$ cat config.mk
export PLATFORM = sky130hd
export DESIGN_NAME = get_ctrl
export DESIGN_NICKNAME = d
export VERILOG_FILES = /design/src/rtl/get_pkg.sv /design/src/rtl/get_ctrl.sv
export SDC_FILE = /design/constraint.sdc
export NUM_CORES = 1
export LEC_CHECK = 0
export BUFFER_PORTS_ARGS = -buffer_cell sky130_fd_sc_hd__buf_4
export CORE_AREA = 2 2 39 41
export DETAILED_ROUTE_END_ITERATION = 6
export DIE_AREA = 0 0 41 43
export HOLD_SLACK_MARGIN = 0.03
export MAX_ROUTING_LAYER = met4
export PLACE_DENSITY = 0.36
export SLEW_MARGIN = 20
export SYNTH_ARGS = -nofsm -noshare
export SYNTH_HDL_FRONTEND = slang
export SYNTH_SLANG_ARGS = --single-unit
$ cat constraint.sdc
create_clock -name clk -period 2.9 [get_ports clk]
set_input_delay 0.435 -clock clk [delete_from_list [all_inputs] [get_ports clk]]
set_output_delay 0.435 -clock clk [all_outputs]
set_load 0.02 [all_outputs]
$ cat src/rtl/get_pkg.sv
// Shared types and constants for the generational entity table.
// Used by the controller, the datapath and the top level.
package get_pkg;
	localparam int MaxSlots = 1024;
	localparam int MaskBits = 32;
	localparam int IdxW = $clog2(MaxSlots);
	localparam int CntW = IdxW + 1;

	localparam logic [2:0] FN_CREATE = 3'd0;
	localparam logic [2:0] FN_DESTROY = 3'd1;
	localparam logic [2:0] FN_ADD = 3'd2;
	localparam logic [2:0] FN_REMOVE = 3'd3;
	localparam logic [2:0] FN_TEST = 3'd4;
	localparam logic [2:0] FN_FIND = 3'd5;

	localparam logic [1:0] ST_OK = 2'd0;
	localparam logic [1:0] ST_FULL = 2'd1;
	localparam logic [1:0] ST_STALE = 2'd2;
	localparam logic [1:0] ST_NOMATCH = 2'd3;

	typedef struct packed {
		logic load;      // capture the item
		logic rd_slot;   // read slot at the current index
		logic rd_free;   // read top of the free stack
		logic exec;      // evaluate and write back
		logic scan_step; // evaluate one slot of a scan
		logic scan_adv;  // advance scan index
	} ctl_cmd_t;

	typedef struct packed {
		logic is_find;
		logic scan_done;
	} ctl_sts_t;
endpackage

$ cat src/rtl/get_ctrl.sv
// Controller state machine for the generational entity table.
// Depends on get_pkg.
module get_ctrl (
	input  logic              clk,
	input  logic              arst_n,
	input  logic              start,
	output logic              busy,
	output get_pkg::ctl_cmd_t cmd,
	input  get_pkg::ctl_sts_t sts
);
	import get_pkg::*;

	localparam logic [2:0] S_IDLE = 3'd0;
	localparam logic [2:0] S_READ = 3'd1;
	localparam logic [2:0] S_EXEC = 3'd2;
	localparam logic [2:0] S_SCAN = 3'd3;
	localparam logic [2:0] S_SWAIT = 3'd4;

	logic [2:0] state_q;

	always_ff @(posedge clk or negedge arst_n) begin
		if (!arst_n) begin
			state_q <= S_IDLE;
		end else begin
			case (state_q)
				S_IDLE: if (start) state_q <= S_READ;
				S_READ: state_q <= sts.is_find ? S_SWAIT : S_EXEC;
				S_EXEC: state_q <= S_IDLE;
				S_SWAIT: state_q <= S_SCAN;
				S_SCAN: state_q <= sts.scan_done ? S_IDLE : S_SCAN;
				default: state_q <= S_IDLE;
			endcase
		end
	end

	always_comb begin
		cmd = '0;
		busy = (state_q != S_IDLE);
		case (state_q)
			S_IDLE: begin
				cmd.load = start;
				cmd.rd_free = start;
			end
			S_READ: begin
				cmd.rd_slot = 1'b1;
			end
			S_EXEC: cmd.exec = 1'b1;
			S_SWAIT: begin
				cmd.rd_slot = 1'b1;
				cmd.scan_adv = 1'b1;
			end
			S_SCAN: begin
				cmd.scan_step = 1'b1;
				cmd.rd_slot = 1'b1;
				cmd.scan_adv = 1'b1;
			end
			default: cmd = '0;
		endcase
	end
endmodule

After elaboration in Yosys (flattened, before gate mapping)

Index checks and enable logic that the tools add are counted.

Memories kept: 0
Output and inout bits: 7
Flip-flop bits (word level): 3
Input bits: 5
Bits in latches: 0
Word-level logic and storage cells: 19
Memory bits (read-only): 0
RAM bits: 0

Bitwise logic cells: 0
Div/mod/pow operators: 0
Mux-type cells: 9
Add/sub/neg operators: 0
Order comparisons: 0
Eq/ne operators: 5
Multipliers: 0
Shift operators: 0
Reductions and logical operators: 4

Operators with widths:

| cell                                                             | count |
|---|---|
| 3-bit case mux with 4 select lines                               | 1 |
| 3-bit by 2-bit == test with 1-bit output (second input constant) | 2 |
| 3-bit two-way mux                                                | 2 |
| 1-bit two-way mux                                                | 5 |
| 3-bit by 1-bit == test with 1-bit output (second input constant) | 1 |
| 3-bit == test (second input constant)                            | 1 |
| 3-bit zero test                                                  | 1 |
| 3-bit nonzero test                                               | 1 |
| 3-bit OR reduction                                               | 1 |
| 2-bit two-way mux                                                | 1 |
| 2-bit inequality test (second input constant)                    | 1 |
| 2-bit OR reduction                                               | 1 |

Depth between registers and ports, before layout

Gate-level depths: netlist (run 1).

Depth after elaboration: 3
Depth in mapped cells: 3
Gate-level depth less buffers: 2

Least setup slack after synthesis (run 1)

No wires, ideal clock.

Kind: register -> output
Start point: reg state_q[1]
End point: out cmd[5] in the netlist's numbering
Stages on the path, launching flop included: 4
Data required time: 2.465 ns
Arrival: 1.475 ns
Setup slack: 0.990 ns
Cell sequence: dfrtp_1 or3_1 nor2_1 buf_4

RTL lines:

| what                   | RTL line       | RTL |
|---|---|---|
| from (decl)            | get_ctrl.sv:19 | `logic [2:0] state_q;` |
| from (signal assigned) | get_ctrl.sv:27 | `S_READ: state_q <= sts.is_find ? S_SWAIT : S_EXEC;` |
| from (signal assigned) | get_ctrl.sv:30 | `S_SCAN: state_q <= sts.scan_done ? S_IDLE : S_SCAN;` |
| to (decl)              | get_ctrl.sv:8  | `output get_pkg::ctl_cmd_t cmd,` |

==> reports/qor.yml, run 1 <==
sta:
  skew_ns: 0.000930
  finalMaxSlewViolations: 0
  period_minus_slack_ns: 1.80
  finalSetupViolations: 0
  unrepaired_setup_endpoints_after_global_routing: "no"
  max_clock_freq_mhz: 556
  worst_slew_margin_rel: 0.834
  finalHoldViolations: 0
  setup-tns-final_ns: 0
  actual_transition_at_the_worst_max_transition_pin_ns: 0.245
  post-route-period-util: 0.621
floorplan:
  io-pin-count: 12
  die-width_microns: 41
  die_area_sq_um: 1760
  rows: 14
  initial_core_util: 0.132
  coreArea_sq_um: 1380
  die_height_microns: 43
place:
  globalplace.congestion: 0.639
  dp_cell_count: 45
  numPortBuffers: 11
  place_area_sq_um: 278
worst_setup_path:
  worst_setup_path_end_kind: "output pin"
  reg2reg_slack_ns: 1.76
  arr_time_crit_path_ns: 1.36
  timing.critical_path.required_ns: 2.47
  critical_path.reg2reg.endpoint: "state_q[1]$_DFFE_PN0P_"
  startpoint_type: "flip-flop"
  path_max_fanout: 8
  timing.rr.start: "state_q[1]$_DFFE_PN0P_"
  setup.worst_path.start: "state_q[1]$_DFFE_PN0P_"
  r2r.worst_path.cells: 2
  path_class: "reg -> out"
routing:
  first_iter_violations: 3
  drc_errors: 0
  vias: 193
  wl_microns: 443
  detail-route-antenna-nets: 0
  vias_per_cell: 3.86
  routedWlPerCell_microns: 8.86
  detailedRoute.firstPassIterationCount: 2
global_route:
  antenna_violations_before_repair: 0
  grt_pass1_vias: 174
  groute.usage.overall: 0.0702
  wire_length_of_the_first_global_routing_pass_microns: 717
  grt_remaining_overflow: 0
  pin_count_of_the_biggest_net_entering_global_routing: 10
final_layout:
  final_layout_size_suffix_gt1_frac: 0.412
  filler_cell_count: 152
  register_area_sq_um: 75.1
  final_core_utilization: 0.227
  final_common_cell: "sky130_fd_sc_hd__buf_4"
  multi_input_area_sq_um: 92.6
  largest_register_ffs: 3
  layout.cells.most_common_list: "11 x sky130_fd_sc_hd__buf_4, 3 x sky130_fd_sc_hd__clkbuf_4, 3 x sky130_fd_sc_hd__dfrtp_1, 2 x sky130_fd_sc_hd__inv_1, 2 x sky130_fd_sc_hd__nor2_1"
  reg_top3: "state_q: 3 flops"
  final_area_sq_um: 314
  largest-register: "state_q"
  antenna_cells_inserted: 0
  stdcell_count: 50
  area_growth_syn_to_layout_pct: 71.9
  final_net_count: 40
clock_network:
  ctsResizeCount: 0
  postCtsSetupRepairBufs: 0
  cts.sinks: 3
  cts_hold_buf: 1
  worstSkewPairLatency_ns: 0.23
  cts_tree: "yes"
  cts_made_buffers: 3
  cts.htree.levels: 1
  clock_tree.buffer_depth: 2
  clk_transition_reported_paths_ns: 0.04
  clockRootBuffer: "sky130_fd_sc_hd__clkbuf_4"
hold_path:
  min_path_cells: 2
  hold_path_class: "in -> reg"
  timing.hold.worst.start: "sts[1]"
  min_delay_worst_endpoint: "state_q[2]$_DFFE_PN0P_"
synthesis:
  synth.cell_area_sq_um: 183
  synthesis.nets: 24
  synth-seq-area-share: 0.411
  yosysWarningCount: 0
  syn-instance-count: 19
  synth.ff_latch_count: 3
  postSynthAreaPerCell_sq_um: 9.61
  synth.distinct_cells: 15
power_and_ir_drop:
  power_density_nw_per_um2: 1060
  power_leakage_uw: 0.000160
  report.power.total_uw: 332
  power.ir.vdd_worst_v: 0.000220
job:
  maxCapViolCount: 0
run_status:
  run_status: "completed"
==> metal layers <==
metal | routed length (microns) | track usage
met1 | 211 | 0.0682
met2 | 164 | 0.0813
met3 | 67 | 0.0628
met4 | 0 | 0.0600
met5 | 0 | -
==> cells in the mapped netlist, drive strengths merged <==
library cell | n | area [sq um]
nand2b | 1 | 6.26
nand4bb | 1 | 11.3
and3b | 1 | 8.76
o21ai | 1 | 5.00
nand3 | 1 | 5.00
buf | 1 | 7.51
o31ai | 1 | 7.51
nor3b | 1 | 7.51
inv | 2 | 7.51
or3 | 1 | 6.26
dfrtp | 3 | 75.1
nor2 | 2 | 7.51
or4b | 1 | 10.0
nor4b | 1 | 8.76
or3b | 1 | 8.76
==> critical path: stages, from the launching register on <==
cell,delay [ns]
sky130_fd_sc_hd__dfrtp_1,0.43
sky130_fd_sc_hd__or3_1,0.41
sky130_fd_sc_hd__nor2_1,0.13
sky130_fd_sc_hd__buf_4,0.16
==> stage by stage <==
step	hold slack [ns]	worst slack, ns
CTS	0.482	1.08
global placement	0.224	1.36
floorplan	0.139	0.990
finish	0.488	1.10
global route	0.474	0.978
detailed placement	0.225	1.34
==> how the worst max path moves through the flow <==
stage / end / cells after the start
floorplan: cmd[5] / 3
global placement: cmd[5] / 3
detailed placement: cmd[3] / 3
CTS: cmd[3] / 3
global route: cmd[5] / 3
finish: cmd[3] / 3
==> final cells by class <==
| class | count | share of cell area |
|---|---|---|
| Tap cell | 16 | 0.0637 |
| Inverter | 2 | 0.0239 |
| Sequential cell | 3 | 0.239 |
| Multi-Input combinational cell | 13 | 0.295 |
| Timing Repair Buffer | 12 | 0.295 |
| Clock buffer | 4 | 0.0837 |
==> kinds of logic (layout without fill, tap and decap cells) <==
| family | after synthesis | in the layout | share of synthesized area |
|---|---|---|---|
| buf+inv | 3 | 18 | 0.0822 |
| flops | 3 | 3 | 0.411 |
| simple gates | 11 | 11 | 0.438 |
| compound gates | 2 | 2 | 0.0685 |
==> power breakdown <==
group          total [uW]  leakage [uW]  switching, uW  internal (uW)
sequential           83.3     0.0000392           26.2           57.1
combinational         176      0.000106           94.2           82.1
clock                72.6     0.0000150           21.1           51.5
(Power assumes the default switching activity.)
==> run 2: changes to the inputs <==
Settings changed: ABC_AREA set to 1, PLACE_DENSITY 0.36 to 0.37.
Clock period 2.9 ns to 1.7 ns, I/O delays scaled along.
==> reports/qor.yml, run 2 <==
floorplan:
  die-width_microns: 41  # unchanged
  rows: 14  # unchanged
  die_area_sq_um: 1760  # unchanged
  initial_core_util: 0.141  # was 0.132
  io-pin-count: 12  # unchanged
  coreArea_sq_um: 1380  # unchanged
  die_height_microns: 43  # unchanged
clock_network:
  cts.htree.levels: 1  # unchanged
  clockRootBuffer: "sky130_fd_sc_hd__clkbuf_4"  # unchanged
  clock_tree.buffer_depth: 2  # unchanged
  clk_transition_reported_paths_ns: 0.04  # about the same
  cts_tree: "yes"  # unchanged
  cts_made_buffers: 3  # unchanged
  postCtsSetupRepairBufs: 0  # unchanged
  worstSkewPairLatency_ns: 0.23  # about the same
  cts.sinks: 3  # unchanged
  ctsResizeCount: 0  # unchanged
synthesis:
  syn-instance-count: 26  # was 19
  synth.distinct_cells: 13  # was 15
  synthDominantAreaCellType: "sky130_fd_sc_hd__dfrtp_1"  # unchanged
  synth-seq-area-share: 0.385  # was 0.411
  most_used_standard_cells_in_the_synthesized_netlist: "6 x sky130_fd_sc_hd__inv_1, 3 x sky130_fd_sc_hd__dfrtp_1, 3 x sky130_fd_sc_hd__nand2_1, 3 x sky130_fd_sc_hd__nand2_2"  # was 3 x sky130_fd_sc_hd__dfrtp_1, 2 x sky130_fd_sc_hd__inv_1, 2 x sky130_fd_sc_hd__nor2_1
  yosysWarningCount: 0  # unchanged
  synthesis.nets: 31  # was 24
  synth.ff_latch_count: 3  # unchanged
  yosysMostFrequentCell: "sky130_fd_sc_hd__inv_1"  # was sky130_fd_sc_hd__dfrtp_1
  synth.cell_area_sq_um: 195  # was 183 sq um
  yosys.area.top_type_share: 0.385  # was 0.411
  ys_dominant_reg_cell: "sky130_fd_sc_hd__dfrtp_1"  # unchanged
  ys_top_cells_by_area: "sky130_fd_sc_hd__dfrtp_1 38%, sky130_fd_sc_hd__inv_1 12%, sky130_fd_sc_hd__nand2_2 9.6%"  # was sky130_fd_sc_hd__dfrtp_1 41%, sky130_fd_sc_hd__nand4bb_1 6.2%, sky130_fd_sc_hd__or4b_1 5.5%
  postSynthAreaPerCell_sq_um: 7.51  # was 9.61 sq um
  async_flop_share: 1.00  # unchanged
  edff_count_synth: 0  # unchanged
worst_setup_path:
  path_class: "reg -> out"  # unchanged
  path_max_fanout: 4  # was 8
  arr_time_crit_path_ns: 1.18  # was 1.36 ns
  worst_setup_path_end_kind: "output pin"  # unchanged
  timing.critical_path.required_ns: 1.44  # was 2.47 ns
  startpoint_type: "flip-flop"  # unchanged
routing:
  first_iter_violations: 1  # was 3
  wl_microns: 453  # was 443 microns
  routedWlPerCell_microns: 7.95  # was 8.86 microns
  detail-route-antenna-nets: 0  # unchanged
  detailedRoute.firstPassIterationCount: 2  # unchanged
  vias: 202  # was 193
  drc_errors: 0  # unchanged
  vias_per_cell: 3.54  # was 3.86
final_layout:
  largest-register: "state_q"  # unchanged
  final_net_count: 47  # was 40
  layout.cells.most_common_list: "11 x sky130_fd_sc_hd__buf_4, 6 x sky130_fd_sc_hd__inv_1"  # was 11 x sky130_fd_sc_hd__buf_4, 3 x sky130_fd_sc_hd__clkbuf_4, 3 x sky130_fd_sc_hd__dfrtp_1, 2 x sky130_fd_sc_hd__inv_1, 2 x sky130_fd_sc_hd__nor2_1
  final_layout_size_suffix_gt1_frac: 0.488  # was 0.412
  register_area_sq_um: 75.1  # unchanged
  multi_input_area_sq_um: 90.1  # was 92.6 sq um
  reg_top3: "state_q: 3 flops"  # unchanged
  final_common_cell: "sky130_fd_sc_hd__buf_4"  # unchanged
  final_core_utilization: 0.236  # was 0.227
  stdcell_count: 57  # was 50
  largest_register_ffs: 3  # unchanged
  antenna_cells_inserted: 0  # unchanged
  area_growth_syn_to_layout_pct: 67.3  # was 71.9%
  filler_cell_count: 162  # was 152
sta:
  timing.hold.ws_ns: 0.287  # was 0.488 ns
  finalMaxSlewViolations: 0  # unchanged
  setup-tns-final_ns: 0  # unchanged
  finalHoldViolations: 0  # unchanged
  period_minus_slack_ns: 1.43
  max_clock_freq_mhz: 698
  finalSetupViolations: 0  # unchanged
  worst_slew_margin_rel: 0.865  # was 0.834
  post-route-period-util: 0.843
  unrepaired_setup_endpoints_after_global_routing: "no"  # unchanged
  actual_transition_at_the_worst_max_transition_pin_ns: 0.202  # was 0.245 ns
  skew_ns: 0.000706  # was 0.000930 ns
place:
  post-dp-hpwl_microns: 389
  dp_cell_count: 52  # was 45
  numPortBuffers: 11  # unchanged
  globalplace.congestion: 0.650  # was 0.639
power_and_ir_drop:
  power.sequential.fraction: 0.226  # was 0.251
  power.ir.vdd_worst_v: 0.000447  # was 0.000220 V
  power_leakage_uw: 0.000176  # was 0.000160 uW
  comb_power_frac: 0.575  # was 0.531
  clockPowerShare: 0.198  # was 0.219
  power_switching_uw: 287  # was 141 uW
  power_density_nw_per_um2: 1900  # was 1060 nW/um^2
  internal_power_uw: 334  # was 191 uW
  power_switching_share: 0.462  # was 0.426
hold_path:
  hold_path_class: "in -> reg"  # unchanged
run_status:
  run_status: "completed"  # unchanged
job:
  maxCapViolCount: 0  # unchanged
global_route:
  antenna_violations_before_repair: 0  # unchanged
  grt_pass1_vias: 207  # was 174
  wire_length_of_the_first_global_routing_pass_microns: 724  # was 717 microns
  groute.usage.overall: 0.0660  # was 0.0702
  pin_count_of_the_biggest_net_entering_global_routing: 6  # was 10
  grt_remaining_overflow: 0  # unchanged
[run 2: through the flow]
step                      instance area, sq um  setup WS [ns]  total power [uW]
after CTS                                  327          0.235               636
after detailed placement                   290          0.489               503
after global routing                       327          0.140               672
after global placement                     290          0.521               502
final                                      327          0.267               621
after floorplan                            195          0.206               367
[run 2: cell families (layout without fill, tap and decap cells)]
family                 count (synthesis)  in the layout  share of synthesized area
and+or+nand+nor                       14             14                      0.391
AOI/OAI and AO/OA                      2              2                     0.0705
DFF                                    3              3                      0.385
buffers and inverters                  7             22                      0.154
[run 2: routing by layer]
layer / global-route usage / vias up / part of all wire
li1: - / 108 / -
met1: 0.0747 / 84 / 0.42
met2: 0.0813 / 10 / 0.43
met3: 0.0157 / 0 / 0.14
met4: 0.0800 / 0 / 0
met5: - / - / 0
[run 2: area by class of cell]
cell class / instances / area share
multi-input cells: 16 / 0.276
inverters: 6 / 0.0690
repair buffers: 12 / 0.284
flip-flops and latches: 3 / 0.230
clock buffers: 4 / 0.0805
well taps: 16 / 0.0613
[run 2: final timing paths]
check                                             from                     end  slack, ns  depth (start not counted)
worst max-delay path            state_q[1]$_DFFE_PN0P_                  cmd[5]       0.27                          4
worst min-delay path                            sts[1]  state_q[2]$_DFFE_PN0P_       0.29                          3
worst max register to register  state_q[1]$_DFFE_PN0P_  state_q[0]$_DFFE_PN0P_       0.76                          4
worst min register to register  state_q[1]$_DFFE_PN0P_  state_q[2]$_DFFE_PN0P_       0.52                          1
max in group asynchronous                       arst_n  state_q[1]$_DFFE_PN0P_       1.27                          2
min in group asynchronous                       arst_n  state_q[0]$_DFFE_PN0P_       0.34                          2
[run 2: what timing repair did]
item                                   4_1_cts  5_1_grt
hold buffers                                 1        0
endpoints found under the hold margin        3        0
setup endpoints to repair                    0        0
[run 2: power by group through the flow]
stage	Clock [uW]	Sequential (uW)	Combinational, uW
detailed placement	0	142	362
floorplan	0	135	233
global route	129	148	394
CTS	132	141	364
finish	123	141	358
global placement	0	141	361
[run 2: critical path, cell delays in order (launching register included)]
cell and delay, ns:
sky130_fd_sc_hd__dfrtp_1 0.41, sky130_fd_sc_hd__nor2_2 0.17, sky130_fd_sc_hd__nand2_2 0.08, sky130_fd_sc_hd__nor2_1 0.12, sky130_fd_sc_hd__buf_4 0.16
==> run 3: changes to the inputs <==
Settings changed: PLACE_DENSITY 0.37 to 0.38.
Clock period 1.7 ns to 1.3 ns, I/O delays scaled along.
==> reports/qor.yml, run 3 (synthesized netlist as in run 2, its figures left out) <==
run_status:
  run_status: "finished, violations left"  # was completed
  failed_checks: "setup timing"
routing:
  first_iter_violations: 0  # was 1
  vias_per_cell: 3.70  # was 3.54
  detail-route-antenna-nets: 0  # unchanged
  detailedRoute.firstPassIterationCount: 1  # was 2
  vias: 237  # was 202
  routedWlPerCell_microns: 9.59  # was 7.95 microns
  drc_errors: 0  # unchanged
  wl_microns: 614  # was 453 microns
sta:
  period_minus_slack_ns: 1.34
  post-route-worst-setup-slack_ns: -0.0369  # was 0.267 ns
  finalSetupViolations: 4  # was 0
  setup-tns-final_ns: -0.105  # was 0 ns
  actual_transition_at_the_worst_max_transition_pin_ns: 0.156  # was 0.202 ns
  unrepaired_setup_endpoints_after_global_routing: "yes"  # was no
  skew_ns: 0.00204  # was 0.000706 ns
  finalMaxSlewViolations: 0  # unchanged
  finalHoldViolations: 0  # unchanged
  max_clock_freq_mhz: 748
  worst_slew_margin_rel: 0.895  # was 0.865
  post-route-period-util: 1.03
clock_network:
  cts_tree: "yes"  # unchanged
  clk_transition_reported_paths_ns: 0.03  # was 0.04 ns
  cts.sinks: 3  # unchanged
  cts_made_buffers: 3  # unchanged
  worstSkewPairLatency_ns: 0.23  # about the same
  clockRootBuffer: "sky130_fd_sc_hd__clkbuf_4"  # unchanged
  cts.htree.levels: 1  # unchanged
  clock_tree.buffer_depth: 2  # unchanged
power_and_ir_drop:
  power.ir.vdd_worst_v: 0.000738  # was 0.000447 V
  report.power.total_uw: 1020  # was 621 uW
  power_density_nw_per_um2: 2430  # was 1900 nW/um^2
  power_leakage_uw: 0.000219  # was 0.000176 uW
floorplan:
  die_area_sq_um: 1760  # unchanged
  die_height_microns: 43  # unchanged
  initial_core_util: 0.141  # unchanged
  io-pin-count: 12  # unchanged
  rows: 14  # unchanged
  die-width_microns: 41  # unchanged
  coreArea_sq_um: 1380  # unchanged
hold_path:
  hold_path_class: "in -> reg"  # unchanged
  min_path_cells: 3  # unchanged
  min_delay_worst_endpoint: "state_q[2]$_DFFE_PN0P_"  # unchanged
  timing.hold.worst.start: "sts[1]"  # unchanged
global_route:
  antenna_violations_before_repair: 0  # unchanged
  groute.usage.overall: 0.0846  # was 0.0660
  grt_pass1_vias: 233  # was 207
  pin_count_of_the_biggest_net_entering_global_routing: 6  # unchanged
  grt_remaining_overflow: 0  # unchanged
  wire_length_of_the_first_global_routing_pass_microns: 931  # was 724 microns
final_layout:
  antenna_cells_inserted: 0  # unchanged
  layout.cells.most_common_list: "15 x sky130_fd_sc_hd__buf_4, 5 x sky130_fd_sc_hd__inv_1, 4 x sky130_fd_sc_hd__nand2_2"  # was 11 x sky130_fd_sc_hd__buf_4, 6 x sky130_fd_sc_hd__inv_1
  reg_top3: "state_q: 3 flops"  # unchanged
  final_core_utilization: 0.302  # was 0.236
  largest-register: "state_q"  # unchanged
  largest_register_ffs: 3  # unchanged
  area_growth_syn_to_layout_pct: 114  # was 67.3%
  final_common_cell: "sky130_fd_sc_hd__buf_4"  # unchanged
  multi_input_area_sq_um: 115  # was 90.1 sq um
  final_net_count: 54  # was 47
  filler_cell_count: 156  # was 162
  register_area_sq_um: 77.6  # was 75.1 sq um
  final_layout_size_suffix_gt1_frac: 0.708  # was 0.488
worst_setup_path:
  critical_path.most_common_cell: "sky130_fd_sc_hd__nor2_4"
  critical_path.n_buffers_inverters: 1  # unchanged
  critical_path.reg2reg.endpoint: "state_q[1]$_DFFE_PN0P_"  # was state_q[0]$_DFFE_PN0P_
  critical_path_depth: 4  # unchanged
  timing.rr.start: "state_q[1]$_DFFE_PN0P_"  # unchanged
  critical_path.max_stage_delay_ns: 0.41  # about the same
  crit_path_top_delay_cell: "sky130_fd_sc_hd__dfrtp_1"  # unchanged
  worst_setup_path_end_kind: "output pin"  # unchanged
  startpoint_type: "flip-flop"  # unchanged
  worstPathCellList: "nor2_4, nand2_2, nor2_4, buf_4"  # was nor2_2, nand2_2, nor2_1, buf_4
  critical-path-top-delay-family: "flip-flops"  # unchanged
  arr_time_crit_path_ns: 1.14  # was 1.18 ns
  reg2reg_slack_ns: 0.03  # was 0.76 ns
  path_max_fanout: 3  # was 4
  path_class: "reg -> out"  # unchanged
  r2r.worst_path.cells: 7  # was 4
  timing.critical_path.required_ns: 1.11  # was 1.44 ns
job:
  maxCapViolCount: 0  # unchanged
place:
  numPortBuffers: 11  # unchanged
  post-dp-hpwl_microns: 369  # was 389 microns
  globalplace.congestion: 0.677  # was 0.650
==> run 3: worst reg2reg max path: stages (launching register included) <==
cell,delay (ns)
sky130_fd_sc_hd__dfrtp_1,0.41
sky130_fd_sc_hd__nor2_4,0.17
sky130_fd_sc_hd__nand2_2,0.08
sky130_fd_sc_hd__buf_6,0.12
sky130_fd_sc_hd__buf_4,0.12
sky130_fd_sc_hd__buf_4,0.12
sky130_fd_sc_hd__buf_4,0.12
sky130_fd_sc_hd__nand3_2,0.06
==> run 3: how the worst max path moves through the flow <==
stage,start,endpoint,slack (ns)
finish,state_q[1]$_DFFE_PN0P_,cmd[3],-0.04
global route,state_q[1]$_DFFE_PN0P_,cmd[0],-0.10
CTS,state_q[0]$_DFFE_PN0P_,cmd[3],-0.04
detailed placement,state_q[1]$_DFFE_PN0P_,cmd[0],0.18
global placement,state_q[1]$_DFFE_PN0P_,cmd[0],0.19
floorplan,state_q[1]$_DFFE_PN0P_,cmd[5],0.07
==> run 3: through the flow <==
step	worst slack (ns)	cell area [sq um]	instances	hold slack (ns)
after floorplan	0.0670	203	26	-0.101
after global placement	0.185	298	52	-0.0157
after detailed placement	0.183	298	52	-0.0140
after CTS	-0.0441	388	63	0.219
after global routing	-0.105	418	64	0.236
final	-0.0369	418	64	0.218
==> run 3: per-layer routing <==
metal	wire length (microns)	track usage	share of wire	vias up
met5	0	-	0	-
met4	11	0.0800	0.018	0
met3	36	0.0314	0.059	2
met2	339	0.106	0.55	10
met1	227	0.0974	0.37	103
li1	-	-	-	122
==> run 3: cell type report <==
cell class                      count  share of cell area
Multi-Input combinational cell     16               0.275
Timing Repair Buffer               19               0.374
Sequential cell                     3               0.186
Clock buffer                        4              0.0629
Inverter                            6              0.0539
Tap cell                           16              0.0479
==> run 3: where the power goes <==
group	leakage, uW	total, uW	switching [uW]	internal, uW
clock	0.0000150	161	46.5	115
combinational	0.000168	655	341	314
sequential	0.0000360	199	63.6	135
==> run 3: what timing repair did <==
| item | CTS | global route |
|---|---|---|
| pin swaps | 2 | 1 |
| setup buffers | 6 | 1 |
| hold endpoints to repair | 3 | 0 |
| hold buffers | 1 | 0 |
| resized for setup | 3 | 8 |
| setup endpoints to repair | 4 | 8 |
| cloned | 0 | 0 |
